===== config.mk =====
export PLATFORM = sky130hd
export DESIGN_NAME = tuner_afc_step_controller_flat
export DESIGN_NICKNAME = d
export VERILOG_FILES = /design/src/hdl/afc_pkg.sv /design/src/hdl/afc_in_if.sv /design/src/hdl/afc_out_if.sv /design/src/hdl/afc_hist.sv /design/src/hdl/afc_decide.sv /design/src/hdl/tuner_afc_step_controller.sv /design/src/flat_wrapper.sv
export SDC_FILE = /design/constraint.sdc
export NUM_CORES = 1
export LEC_CHECK = 0
export ABC_AREA = 1
export BUFFER_PORTS_ARGS = -buffer_cell sky130_fd_sc_hd__buf_2
export CAP_MARGIN = 20
export CORE_MARGIN = 2
export CORE_UTILIZATION = 60
export DETAILED_ROUTE_END_ITERATION = 12
export GPL_TIMING_DRIVEN = 1
export PLACE_DENSITY_LB_ADDON = 0.2
export SYNTH_ARGS = -nofsm -noshare
export SYNTH_HDL_FRONTEND = slang
export SYNTH_SLANG_ARGS = --single-unit

===== constraint.sdc =====
create_clock -name i_clk -period 9.1 [get_ports i_clk]
set_clock_uncertainty 0.2 [all_clocks]
set_input_delay 0.455 -clock i_clk [delete_from_list [all_inputs] [get_ports i_clk]]
set_output_delay 0.455 -clock i_clk [all_outputs]
set_load 0.1 [all_outputs]

===== src/hdl/afc_pkg.sv =====
package afc_pkg;

    localparam int HISTORY_DEPTH_DEF = 16;
    localparam int SAMPLE_W          = 8;
    localparam int POS_W             = 16;
    localparam int PULSE_W           = 16;
    localparam int VCOUNT_W          = 8;
    localparam int CFG_IDX_W         = 3;
    localparam int CFG_DATA_W        = 16;
    localparam int SUM_W             = 11;

    typedef enum logic [CFG_IDX_W-1:0] {
        CFG_FULL_STEP     = 3'd0,
        CFG_MICROSTEP     = 3'd1,
        CFG_STARTUP_LIMIT = 3'd2,
        CFG_LONG_LIMIT    = 3'd3,
        CFG_SLOW_NEG      = 3'd4
    } t_cfg_idx;

    typedef struct packed {
        logic [3:0]  full_step_threshold;
        logic [8:0]  microstep_resolution;
        logic [15:0] startup_pulse_limit;
        logic [15:0] long_filter_pulse_limit;
        logic [6:0]  slow_negative_threshold;
    } t_cfg;

    localparam t_cfg CFG_RESET = '{
        full_step_threshold:     4'd1,
        microstep_resolution:    9'd1,
        startup_pulse_limit:     16'd256,
        long_filter_pulse_limit: 16'd800,
        slow_negative_threshold: 7'd3
    };

    typedef struct packed {
        logic [PULSE_W-1:0]  pulse_count;
        logic [VCOUNT_W-1:0] valid_history_count;
        logic [POS_W-1:0]    motor_position;
        logic [POS_W-1:0]    motor_target;
    } t_ctx;

    typedef struct packed {
        logic [POS_W-1:0]           new_target;
        logic                       set_target;
        logic signed [SAMPLE_W-1:0] filtered_error;
        logic                       fast_done;
    } t_res;

endpackage


===== src/hdl/afc_in_if.sv =====
interface afc_in_if;
    import afc_pkg::*;

    logic                       valid;
    logic                       ready;
    logic signed [SAMPLE_W-1:0] error_sample;
    logic [PULSE_W-1:0]         pulse_count;
    logic [VCOUNT_W-1:0]        valid_history_count;
    logic [POS_W-1:0]           motor_position;
    logic [POS_W-1:0]           motor_target;
    logic                       restart_fast;

    modport source (
        output valid, error_sample, pulse_count, valid_history_count,
               motor_position, motor_target, restart_fast,
        input  ready
    );

    modport sink (
        input  valid, error_sample, pulse_count, valid_history_count,
               motor_position, motor_target, restart_fast,
        output ready
    );

endinterface


===== src/hdl/afc_out_if.sv =====
interface afc_out_if;
    import afc_pkg::*;

    logic                       valid;
    logic                       ready;
    logic [POS_W-1:0]           new_target;
    logic                       set_target;
    logic signed [SAMPLE_W-1:0] filtered_error;
    logic                       fast_done;

    modport source (
        output valid, new_target, set_target, filtered_error, fast_done,
        input  ready
    );

    modport sink (
        input  valid, new_target, set_target, filtered_error, fast_done,
        output ready
    );

endinterface


===== src/hdl/afc_hist.sv =====
module afc_hist #(
    parameter int HISTORY_DEPTH = afc_pkg::HISTORY_DEPTH_DEF,
    parameter int AW            = $clog2(HISTORY_DEPTH)
) (
    input  logic                                i_clk,
    input  logic                                i_rst_n,
    input  logic                                i_wr_en,
    input  logic [AW-1:0]                       i_wr_addr,
    input  logic signed [afc_pkg::SAMPLE_W-1:0] i_wr_data,
    input  logic                                i_rd_en,
    input  logic [AW-1:0]                       i_rd_addr,
    output logic signed [afc_pkg::SAMPLE_W-1:0] o_rd_data
);
    import afc_pkg::*;

    logic signed [SAMPLE_W-1:0] r_mem [HISTORY_DEPTH];
    logic [HISTORY_DEPTH-1:0]   r_vld;
    logic signed [SAMPLE_W-1:0] r_rdata;
    logic                       r_rvld;

    always_ff @(posedge i_clk) begin
        if (i_wr_en) begin
            r_mem[i_wr_addr] <= i_wr_data;
        end
        if (i_rd_en) begin
            r_rdata <= r_mem[i_rd_addr];
        end
    end

    // unwritten entries read as zero
    always_ff @(posedge i_clk) begin
        if (!i_rst_n) begin
            r_vld  <= '0;
            r_rvld <= 1'b0;
        end else begin
            if (i_wr_en) begin
                r_vld[i_wr_addr] <= 1'b1;
            end
            if (i_rd_en) begin
                r_rvld <= r_vld[i_rd_addr];
            end
        end
    end

    assign o_rd_data = r_rvld ? r_rdata : '0;

endmodule


===== src/hdl/afc_decide.sv =====
module afc_decide (
    input  afc_pkg::t_cfg                       i_cfg,
    input  afc_pkg::t_ctx                       i_ctx,
    input  logic signed [afc_pkg::SAMPLE_W-1:0] i_filt,
    input  logic                                i_fast_done,
    output afc_pkg::t_res                       o_res
);
    import afc_pkg::*;

    logic              fd1;
    logic signed [10:0] f, t1, t3, t6, t9, t10, snt, res_s;
    logic signed [3:0]  steps;
    logic signed [14:0] mv;
    logic signed [17:0] pos_s, sum;
    logic [POS_W-1:0]   fast_tgt;

    always_comb begin
        f     = 11'(i_filt);
        t1    = 11'(i_cfg.full_step_threshold);
        t3    = (t1 <<< 1) + t1;
        t6    = t3 <<< 1;
        t9    = t6 + t3;
        t10   = (t1 <<< 3) + (t1 <<< 1);
        snt   = 11'(i_cfg.slow_negative_threshold);
        res_s = 11'(i_cfg.microstep_resolution);
        fd1   = i_fast_done | (i_ctx.pulse_count >= i_cfg.startup_pulse_limit);

        priority if (f > t9)   steps = 4'sd4;
        else if (f > t6)       steps = 4'sd3;
        else if (f > t3)       steps = 4'sd2;
        else if (f > t1)       steps = 4'sd1;
        else if (f > -t1)      steps = 4'sd0;
        else if (f > -t3)      steps = -4'sd1;
        else if (f > -t6)      steps = -4'sd2;
        else if (f > -t9)      steps = -4'sd3;
        else                   steps = -4'sd4;

        mv    = steps * res_s;
        pos_s = signed'({2'b00, i_ctx.motor_position});
        sum   = pos_s + 18'(mv);

        priority if (sum > 18'sd65535) fast_tgt = {POS_W{1'b1}};
        else if (sum < 18'sd0)         fast_tgt = '0;
        else                           fast_tgt = sum[POS_W-1:0];

        o_res.filtered_error = i_filt;
        o_res.new_target     = '0;
        o_res.set_target     = 1'b0;
        o_res.fast_done      = fd1;

        if (!fd1) begin
            o_res.new_target = fast_tgt;
            o_res.set_target = 1'b1;
            if (steps == 4'sd0 && i_ctx.pulse_count >= 16'd4) begin
                o_res.fast_done = 1'b1;
            end
        end else if (i_ctx.motor_position == i_ctx.motor_target) begin
            if (f > t10) begin
                if (i_ctx.motor_position != {POS_W{1'b1}}) begin
                    o_res.new_target = i_ctx.motor_position + 16'd1;
                    o_res.set_target = 1'b1;
                end
            end else if (f < -snt) begin
                if (i_ctx.motor_position != '0) begin
                    o_res.new_target = i_ctx.motor_position - 16'd1;
                    o_res.set_target = 1'b1;
                end
            end
        end
    end

endmodule


===== src/hdl/tuner_afc_step_controller.sv =====
// Channel  Dir  Handshake      Payload
// i_in     in   valid / ready  error_sample, pulse_count, valid_history_count,
//                              motor_position, motor_target, restart_fast
// o_out    out  valid / ready  new_target, set_target, filtered_error, fast_done
// i_cfg_*  in   write enable   register index, write data
//
// One item at a time: each beat reads n history samples before its result, n being
// 2, 4 or 8, one read a cycle from the read port of the dual-port history memory.
// A new beat is accepted as soon as the sequencer is idle, even while a result waits.
// A result waiting on o_out.ready holds the sequencer before it loads the next one.
// Synchronous active-low reset empties the history, clears write pointer and latch.
module tuner_afc_step_controller #(
    parameter int HISTORY_DEPTH = afc_pkg::HISTORY_DEPTH_DEF
) (
    input  logic                                  i_clk,
    input  logic                                  i_rst_n,
    afc_in_if.sink                                i_in,
    afc_out_if.source                             o_out,
    input  logic                                  i_cfg_we,
    input  logic [afc_pkg::CFG_IDX_W-1:0]         i_cfg_idx,
    input  logic [afc_pkg::CFG_DATA_W-1:0]        i_cfg_data
);
    import afc_pkg::*;

    localparam int AW = $clog2(HISTORY_DEPTH);

    typedef enum logic [1:0] {S_IDLE, S_READ, S_DONE} t_state;

    t_state              r_state;
    t_cfg                r_cfg;
    t_ctx                r_ctx;
    logic [AW-1:0]       r_wp;
    logic [AW-1:0]       r_base;
    logic                r_fast_done;
    logic                r_fd0;
    logic [3:0]          r_n;
    logic [3:0]          r_issue;
    logic                r_pend;
    logic                r_zero;
    logic signed [SUM_W-1:0] r_sum;
    logic                r_out_valid;
    t_res                r_out;

    logic                in_acc;
    logic                fd0;
    logic [3:0]          n_n;
    logic                n_zero;
    logic                rd_en;
    logic [AW:0]         off, base_x, raddr_x;
    logic [AW-1:0]       raddr;
    logic signed [SAMPLE_W-1:0] rdata;
    logic signed [SUM_W-1:0]    avg;
    logic signed [SAMPLE_W-1:0] filt;
    t_res                res;
    logic                load_out;

    assign i_in.ready = (r_state == S_IDLE);
    assign in_acc     = i_in.valid & i_in.ready;

    always_comb begin
        fd0 = i_in.restart_fast ? 1'b0 : r_fast_done;
        if (!fd0) begin
            n_n    = 4'd2;
            n_zero = (i_in.pulse_count < 16'd2);
        end else begin
            n_n    = (i_in.pulse_count < r_cfg.long_filter_pulse_limit) ? 4'd4 : 4'd8;
            n_zero = (i_in.pulse_count < 16'(n_n)) ||
                     (i_in.valid_history_count < 8'(n_n));
        end
    end

    // walk back from the newest sample, wrapping at the ring depth
    always_comb begin
        rd_en  = (r_state == S_READ) && (r_issue < r_n);
        off    = (AW+1)'(r_issue[2:0]);
        base_x = {1'b0, r_base};
        if (base_x >= off) begin
            raddr_x = base_x - off;
        end else begin
            raddr_x = base_x + (AW+1)'(HISTORY_DEPTH) - off;
        end
        raddr = raddr_x[AW-1:0];
    end

    afc_hist #(
        .HISTORY_DEPTH (HISTORY_DEPTH),
        .AW            (AW)
    ) u_hist (
        .i_clk     (i_clk),
        .i_rst_n   (i_rst_n),
        .i_wr_en   (in_acc),
        .i_wr_addr (r_wp),
        .i_wr_data (i_in.error_sample),
        .i_rd_en   (rd_en),
        .i_rd_addr (raddr),
        .o_rd_data (rdata)
    );

    always_comb begin
        unique case (r_n)
            4'd2:    avg = r_sum >>> 1;
            4'd4:    avg = r_sum >>> 2;
            default: avg = r_sum >>> 3;
        endcase
        filt = r_zero ? '0 : avg[SAMPLE_W-1:0];
    end

    afc_decide u_decide (
        .i_cfg       (r_cfg),
        .i_ctx       (r_ctx),
        .i_filt      (filt),
        .i_fast_done (r_fd0),
        .o_res       (res)
    );

    assign load_out = (r_state == S_DONE) && (!r_out_valid || o_out.ready);

    always_ff @(posedge i_clk) begin
        if (!i_rst_n) begin
            r_cfg <= CFG_RESET;
        end else if (i_cfg_we) begin
            unique case (i_cfg_idx)
                CFG_FULL_STEP:     r_cfg.full_step_threshold     <= i_cfg_data[3:0];
                CFG_MICROSTEP:     r_cfg.microstep_resolution    <= i_cfg_data[8:0];
                CFG_STARTUP_LIMIT: r_cfg.startup_pulse_limit     <= i_cfg_data;
                CFG_LONG_LIMIT:    r_cfg.long_filter_pulse_limit <= i_cfg_data;
                CFG_SLOW_NEG:      r_cfg.slow_negative_threshold <= i_cfg_data[6:0];
                default: ;
            endcase
        end
    end

    always_ff @(posedge i_clk) begin
        if (!i_rst_n) begin
            r_state     <= S_IDLE;
            r_wp        <= '0;
            r_fast_done <= 1'b0;
            r_out_valid <= 1'b0;
            r_pend      <= 1'b0;
            r_issue     <= '0;
        end else begin
            if (load_out) begin
                r_out_valid <= 1'b1;
            end else if (o_out.ready) begin
                r_out_valid <= 1'b0;
            end
            unique case (r_state)
                S_IDLE: begin
                    if (in_acc) begin
                        r_ctx.pulse_count         <= i_in.pulse_count;
                        r_ctx.valid_history_count <= i_in.valid_history_count;
                        r_ctx.motor_position      <= i_in.motor_position;
                        r_ctx.motor_target        <= i_in.motor_target;
                        r_fd0   <= fd0;
                        r_n     <= n_n;
                        r_zero  <= n_zero;
                        r_base  <= r_wp;
                        r_wp    <= (r_wp == AW'(HISTORY_DEPTH - 1)) ? '0 : r_wp + 1'b1;
                        r_issue <= '0;
                        r_pend  <= 1'b0;
                        r_sum   <= '0;
                        r_state <= S_READ;
                    end
                end
                S_READ: begin
                    r_pend <= rd_en;
                    if (rd_en) begin
                        r_issue <= r_issue + 4'd1;
                    end
                    if (r_pend) begin
                        r_sum <= r_sum + SUM_W'(rdata);
                    end
                    if (!rd_en && !r_pend) begin
                        r_state <= S_DONE;
                    end
                end
                S_DONE: begin
                    if (load_out) begin
                        r_out       <= res;
                        r_fast_done <= res.fast_done;
                        r_state     <= S_IDLE;
                    end
                end
                default: r_state <= S_IDLE;
            endcase
        end
    end

    assign o_out.valid          = r_out_valid;
    assign o_out.new_target     = r_out.new_target;
    assign o_out.set_target     = r_out.set_target;
    assign o_out.filtered_error = r_out.filtered_error;
    assign o_out.fast_done      = r_out.fast_done;

    a_accept_starts_read: assert property (@(posedge i_clk) disable iff (!i_rst_n)
        in_acc |=> (r_state == S_READ))
        else $error("accepted beat did not start the history walk");

    a_issue_bound: assert property (@(posedge i_clk) disable iff (!i_rst_n)
        (r_state == S_READ) |-> (r_issue <= r_n))
        else $error("history read count overran the filter length");

    a_fast_sets: assert property (@(posedge i_clk) disable iff (!i_rst_n)
        (o_out.valid && !o_out.fast_done) |-> o_out.set_target)
        else $error("fast mode result without a target");

    a_idle_target_zero: assert property (@(posedge i_clk) disable iff (!i_rst_n)
        (o_out.valid && !o_out.set_target) |-> (o_out.new_target == '0))
        else $error("target given without set flag");

endmodule


===== src/flat_wrapper.sv =====
// flat-port wrapper written by rule: the top's interface ports become plain ports
module tuner_afc_step_controller_flat import afc_pkg::*;
#(
    parameter int HISTORY_DEPTH = afc_pkg::HISTORY_DEPTH_DEF
)
  (i_clk, i_rst_n, i_cfg_we, i_cfg_idx, i_cfg_data, i_in_valid, i_in_error_sample, i_in_pulse_count, i_in_valid_history_count, i_in_motor_position, i_in_motor_target, i_in_restart_fast, i_in_ready, o_out_valid, o_out_new_target, o_out_set_target, o_out_filtered_error, o_out_fast_done, o_out_ready);
  afc_in_if i_in_i ();
  afc_out_if o_out_i ();
  input  logic i_clk;
  input  logic i_rst_n;
  input  logic i_cfg_we;
  input  logic [afc_pkg::CFG_IDX_W-1:0] i_cfg_idx;
  input  logic [afc_pkg::CFG_DATA_W-1:0] i_cfg_data;
  input wire logic [$bits(i_in_i.valid)-1:0] i_in_valid;
  input wire logic [$bits(i_in_i.error_sample)-1:0] i_in_error_sample;
  input wire logic [$bits(i_in_i.pulse_count)-1:0] i_in_pulse_count;
  input wire logic [$bits(i_in_i.valid_history_count)-1:0] i_in_valid_history_count;
  input wire logic [$bits(i_in_i.motor_position)-1:0] i_in_motor_position;
  input wire logic [$bits(i_in_i.motor_target)-1:0] i_in_motor_target;
  input wire logic [$bits(i_in_i.restart_fast)-1:0] i_in_restart_fast;
  output wire logic [$bits(i_in_i.ready)-1:0] i_in_ready;
  output wire logic [$bits(o_out_i.valid)-1:0] o_out_valid;
  output wire logic [$bits(o_out_i.new_target)-1:0] o_out_new_target;
  output wire logic [$bits(o_out_i.set_target)-1:0] o_out_set_target;
  output wire logic [$bits(o_out_i.filtered_error)-1:0] o_out_filtered_error;
  output wire logic [$bits(o_out_i.fast_done)-1:0] o_out_fast_done;
  input wire logic [$bits(o_out_i.ready)-1:0] o_out_ready;
  assign i_in_i.valid = i_in_valid;
  assign i_in_i.error_sample = i_in_error_sample;
  assign i_in_i.pulse_count = i_in_pulse_count;
  assign i_in_i.valid_history_count = i_in_valid_history_count;
  assign i_in_i.motor_position = i_in_motor_position;
  assign i_in_i.motor_target = i_in_motor_target;
  assign i_in_i.restart_fast = i_in_restart_fast;
  assign i_in_ready = i_in_i.ready;
  assign o_out_valid = o_out_i.valid;
  assign o_out_new_target = o_out_i.new_target;
  assign o_out_set_target = o_out_i.set_target;
  assign o_out_filtered_error = o_out_i.filtered_error;
  assign o_out_fast_done = o_out_i.fast_done;
  assign o_out_i.ready = o_out_ready;
  tuner_afc_step_controller #(.HISTORY_DEPTH(HISTORY_DEPTH)) u_core (.i_clk(i_clk), .i_rst_n(i_rst_n), .i_in(i_in_i), .o_out(o_out_i), .i_cfg_we(i_cfg_we), .i_cfg_idx(i_cfg_idx), .i_cfg_data(i_cfg_data));
endmodule

======== Word-level counts from Yosys, hierarchy flattened ========
Memories as Yosys holds them, arrays and structs flattened. A register that Yosys moved wholly into a read port is not among the register bits.
Index checks and enable logic that the tools add are counted.
cells by class
  $lt $le $gt $ge ......................... 23
  muxes and demuxes ....................... 46
  bitwise logic cells ..................... 3
  eq/ne operators ......................... 16
  reduce and logical (&&, ||, !) cells .... 29
  add/sub/neg operators ................... 17
  multipliers ............................. 1
operators by type and width
  operator               number
  $mux 17                6
  $gt 8x11->1            4
  $mux 4                 10
  $mux 16                2
  $mux 11                2
  $neg 7->11             2
  $pmux 11 s2            1
  $add 17x14->18         1
  $gt 18x17->1 const B   1
  $gt 8x9->1             2
  $lt 18x1->1 const B    1
  $add 16x1->16 const B  1
  $eq 16x16->1           1
  $ge 16x16->1           1
  $ge 16x3->1 const B    1
  $lt 16x16->1           1
  $lt 16x2->1 const B    1
  $lt 16x4->1            1
  $mux 8                 2
  $ne 16x16->1 const B   1
  $or 16x16->16          1
  $pmux 8 s2             1
  $reduce_and 2->1       8
  $reduce_bool 16->1     1
  other kinds (48)       82
word-level totals
  memories kept ........................... 1
  output and inout port bits .............. 28
  word-level logic and storage cells ...... 161
  input bits .............................. 89
  memory bits (writable) .................. 128
  flip-flop bits (word level) ............. 177
memories
  name                 words  bits a word  rd ports  clocked after Yosys merged registers in  write ports  RTL line        text
  u_core.u_hist.r_mem  16     8            1         1                                        1            afc_hist.sv:16  logic signed [SAMPLE_W-1:0] r_mem [HISTORY_DEPTH];

======== Logic depth before layout (Yosys ltp) ========
  word-level depth ........................ 18
  mapped depth ............................ 50
  gate-level depth less buffers ........... 49

======== Modules after synthesis ========
A second synthesis with hierarchy kept.
second synthesis, totals
  cells, all modules ...................... 2,063
  area total of the unflattened synthesis .. 19,077.0 um2
by module, submodules not included
  module                     area each (um2)  seq. area each (um2)  cells each  times used
  tuner_afc_step_controller  6,836.6          4,364.2               640         1
  afc_hist                   6,122.1          4,424.2               514         1
  afc_decide                 6,118.4          0.0                   909         1

======== Worst setup path before layout ========
No wires, ideal clock.
  path kind ............................... flip-flop to flip-flop
  from .................................... register u_core.r_cfg[48] (netlist name)
  to ...................................... register u_core.r_out, in the netlist u_core.o_out.new_target[14], data pin
  path slack .............................. 1.125 ns
  required time ........................... 8.642 ns
  stages on the path, launching flop included .. 45
  clock period less this slack ............ 7.975 ns
  arrival ................................. 7.517 ns
  library setup time ...................... 0.258 ns
  buffers on the path ..................... 0
  cell sequence ........................... dfxtp_1 -> ha_1 -> fa_1 -> xnor2_2 -> inv_2 -> ha_1 -> a21o_1 -> a31oi_1 -> nor2_1 -> nand2_1 -> nand2_1 -> nand2_2 -> and2_1 -> nand4_1 -> xor2_1 -> ha_1 -> nand2_1 -> nor4_1 -> (+9 left out) -> nor2_1 -> fa_1 -> inv_1 -> fa_1 -> inv_1 -> fa_1 -> fa_1 -> nand3_1 -> nand2_1 -> a21o_1 -> a21oi_1 -> o21ai_0 -> a21boi_0 -> o21ai_0 -> xor2_1 -> inv_1 -> o21ai_0 -> nand2_1
RTL lines
  element               RTL line                          text
  from (decl)           tuner_afc_step_controller.sv:30   t_cfg r_cfg;
  to (signal assigned)  tuner_afc_step_controller.sv:179  r_out <= res;
  to (decl)             tuner_afc_step_controller.sv:42   t_res r_out;

==> results.md <==
- Clk root buf: clkbuf_16
- Htree depth: 2
- Placed Area: 0.01972 mm2
- LEAKAGE: 9.190 nW
- GRT Residual Overflow: 0
- Post-Syn Area: 0.01871 mm2
- Worst VDD drop: 230.6 uV
- RSZ-0062 raised after global routing: false
- CTS tree: yes
- Yosys top cell area share: 36.92%
- Final setup TNS: 0 ns
- Worst-Margin Slew: 1.059 ns
- Syn_area_per_cell: 9.134 um2
- Fill count: 2369
- First-pass GRT wire length: 74260 um
- Reg clk slew, reported paths: 0.06 ns
- Routed met2 length: 23220 um
- DR vias: 15020
- Most used cell, CP: nand2_1
- Final HPWL DP: 32630 um
- Routed len/inst: 17.60 um
- 1st-iter DRT viols: 966
- Syn Inst Count: 2048
- Die Wd: 180.6 um
- Rows: 64
- Vias in the first global route: 14724
- Max-Slew Margin vs Limit: 29.16%
- # setup viols final: 0
- # DRC: 0
- Post-synthesis sequential area ratio: 45.70%
- Setup ws final: 0.6974 ns
- Pwr/cell area: 275.6 mW/mm2
- Share of cells above drive strength 1: 10.41%
- WL final: 46410 um
- Pre-CTS WS: 0.5854 ns
- Die height: 180.6 um
- Pins Over Slew Limit: 0
- Most common library cells after synthesis: nand2_1 (305), nor2_1 (287), inv_1 (239), edfxtp_1 (230), ha_1 (179)
- Wl on met1: 18760 um
- Vias per Instance: 5.696
- CTS Buffer Depth: 3
- CP Capture Type: flop
- Hold Crit Class: in2reg
- Tmin final: 8.403 ns
- Slowest CP cell: fa_1
- Setup bufs post-CTS: 0
- Count leader, synth: nand2_1
- Starting Density: 60.99%
- Cell taking the most area after synthesis: edfxtp_1
- Fin crit share: 92.34%
- # Max-Cap Violations: 0
- IO Port Bufs: 114
- #FFs+latches synth: 312
- Max Clk Rate: 119.0 MHz
- Post-synth cell types: 58
- Final Hold Vio Count: 0
- Post-synth net total: 2347
- Post-synthesis async set-or-reset flop share: 0%
- Top Ports: 117
- Startpoint Class: flop
- CP max FO: 6
- Total Nets Final: 2511
- Post-synth EDFFs: 230
- Tot GR Track Use: 28.21%
- Die area: 0.03261 mm2
- Synth area leaders: edfxtp_1 (37%), ha_1 (12%), dfxtp_1 (8.8%), nand2_1 (6.1%), nor2_1 (5.8%)
- Post-route cell area: 0.02134 mm2
- Antenna viol nets, final: 0
- Largest net degree at the start of global routing: 74
- Clk_lat worst skew: 0.53 ns
- Clock sinks: 312
- Most used DFF post-synth: edfxtp_1
- CP max stage delay: 0.53 ns
- Initial antenna violation count: 3
- WP data arrival: 8.47 ns
- Max layer used: met4
- Synth warn: 0
- Final Wtd Congestion: 0.9057
- CTS buffer count: 34
- Outcome: completed
- Core area: 0.03067 mm2
- DRT Pass-1 Iters: 5
- CP required: 9.17 ns
- Crit path kind: reg2reg
- Met3 wire len: 2647 um
- Area Growth Syn to Fin: 14.10%
## where the power goes
part,total (mW),internal [mW],switching [mW]
registers,1.91,1.78,0.133
clock network,1.40,0.814,0.584
logic,2.57,0.830,1.74
## final timing paths
kind	start	end	slack, ns	depth (start not counted)
worst max register to register	u_core.r_cfg[49]	u_core.o_out.new_target[14]	0.70	44
worst min register to register	u_core.r_cfg[19]	u_core.r_cfg[19]	0.26	2
worst max-delay path	u_core.r_cfg[49]	u_core.o_out.new_target[14]	0.70	44
worst min-delay path	i_cfg_data[11]	u_core.r_cfg[34]	0.03	3
## cell families after synthesis
kind of cell	share of synthesized area, %
adders and majority gates	15.29
xor gates and xnor gates	3.364
DFF	45.70
and+or+nand+nor	17.74
buffers and inverters	6.254
AOI/OAI and AO/OA	11.65
## area by class of cell
type                    instances  area, um2  share of cell area, %
diodes                          3      7.507                0.03517
flip-flops and latches        312       8551                  40.06
repair buffers                183       1214                  5.686
clock inverters                19      234.0                  1.096
well taps                     396      495.5                  2.321
clock buffers                  43      884.6                  4.144
multi-input cells            1429       9010                  42.21
inverters                     252      948.4                  4.443
## sequential cells by signal, summed over array words and instances, names as in the netlist, 2 cells and up
name / flops
u_core.r_cfg: 52
u_core.u_hist.r_mem: 128
u_core.r_issue: 4
u_core.u_hist.r_rdata: 8
u_core.u_hist.r_vld: 16
u_core.r_base: 4
u_core.r_ctx: 48
u_core.o_out.filtered_error: 8
u_core.r_sum: 11
u_core.o_out.new_target: 16
u_core.r_state: 2
u_core.r_wp: 4
u_core.r_n: 3
## cell usage in the layout, fill, tap and decap left out, drive strengths merged, types with 12 or more instances in the layout
cell type,Yosys,layout
nor4,12,12
o21ai,147,147
buf,6,133
dlygate4sd3,0,50
nand2,317,317
nor3,32,32
ha,179,179
clkbuf,49,43
xor2,33,33
nand3,82,82
edfxtp,230,230
inv,250,252
a31oi,13,13
dfxtp,82,82
nor2,288,288
clkinv,2,14
nand4,36,36
fa,31,31
a21oi,131,131
o32ai,37,37
xnor2,38,38
## metrics by stage
stage / power [mW] / std cells / hold WS (ns) / utilization (%)
final: 5.882 / 2637 / 0.03493 / 69.59
after CTS: 5.879 / 2634 / 0.02506 / 69.56
after floorplan: 3.792 / 2048 / 0.2244 / -
after global routing: 6.280 / 2637 / 0.04829 / 69.59
after detailed placement: 4.464 / 2522 / 0.2511 / 64.28
after global placement: 4.375 / 2522 / 0.2349 / 64.28
## critical path: cells and delay by family (launching register included)
family                   cells  cell delay, ns
adder cells (fa/ha/maj)      8            3.27
AND/OR/NAND/NOR             21            1.95
AO/OA/AOI/OAI                8            1.55
XOR/XNOR                     3            0.54
flip-flops                   1            0.39
buffers and inverters        4            0.25
## routing by layer
layer	track usage, %	vias to the layer above
li1	-	7349
met5	0	-
met1	35.25	7089
met4	11.45	0
met2	49.76	473
met3	3.395	109
## repair_timing
action / 4_1_cts / 5_1_grt
gates resized for setup: 0 / 3
endpoints found under the setup margin: 0 / 8
endpoints found under the hold margin: 51 / 0
hold buffers: 50 / 0
Note: power is estimated with default switching activity, not from simulation.
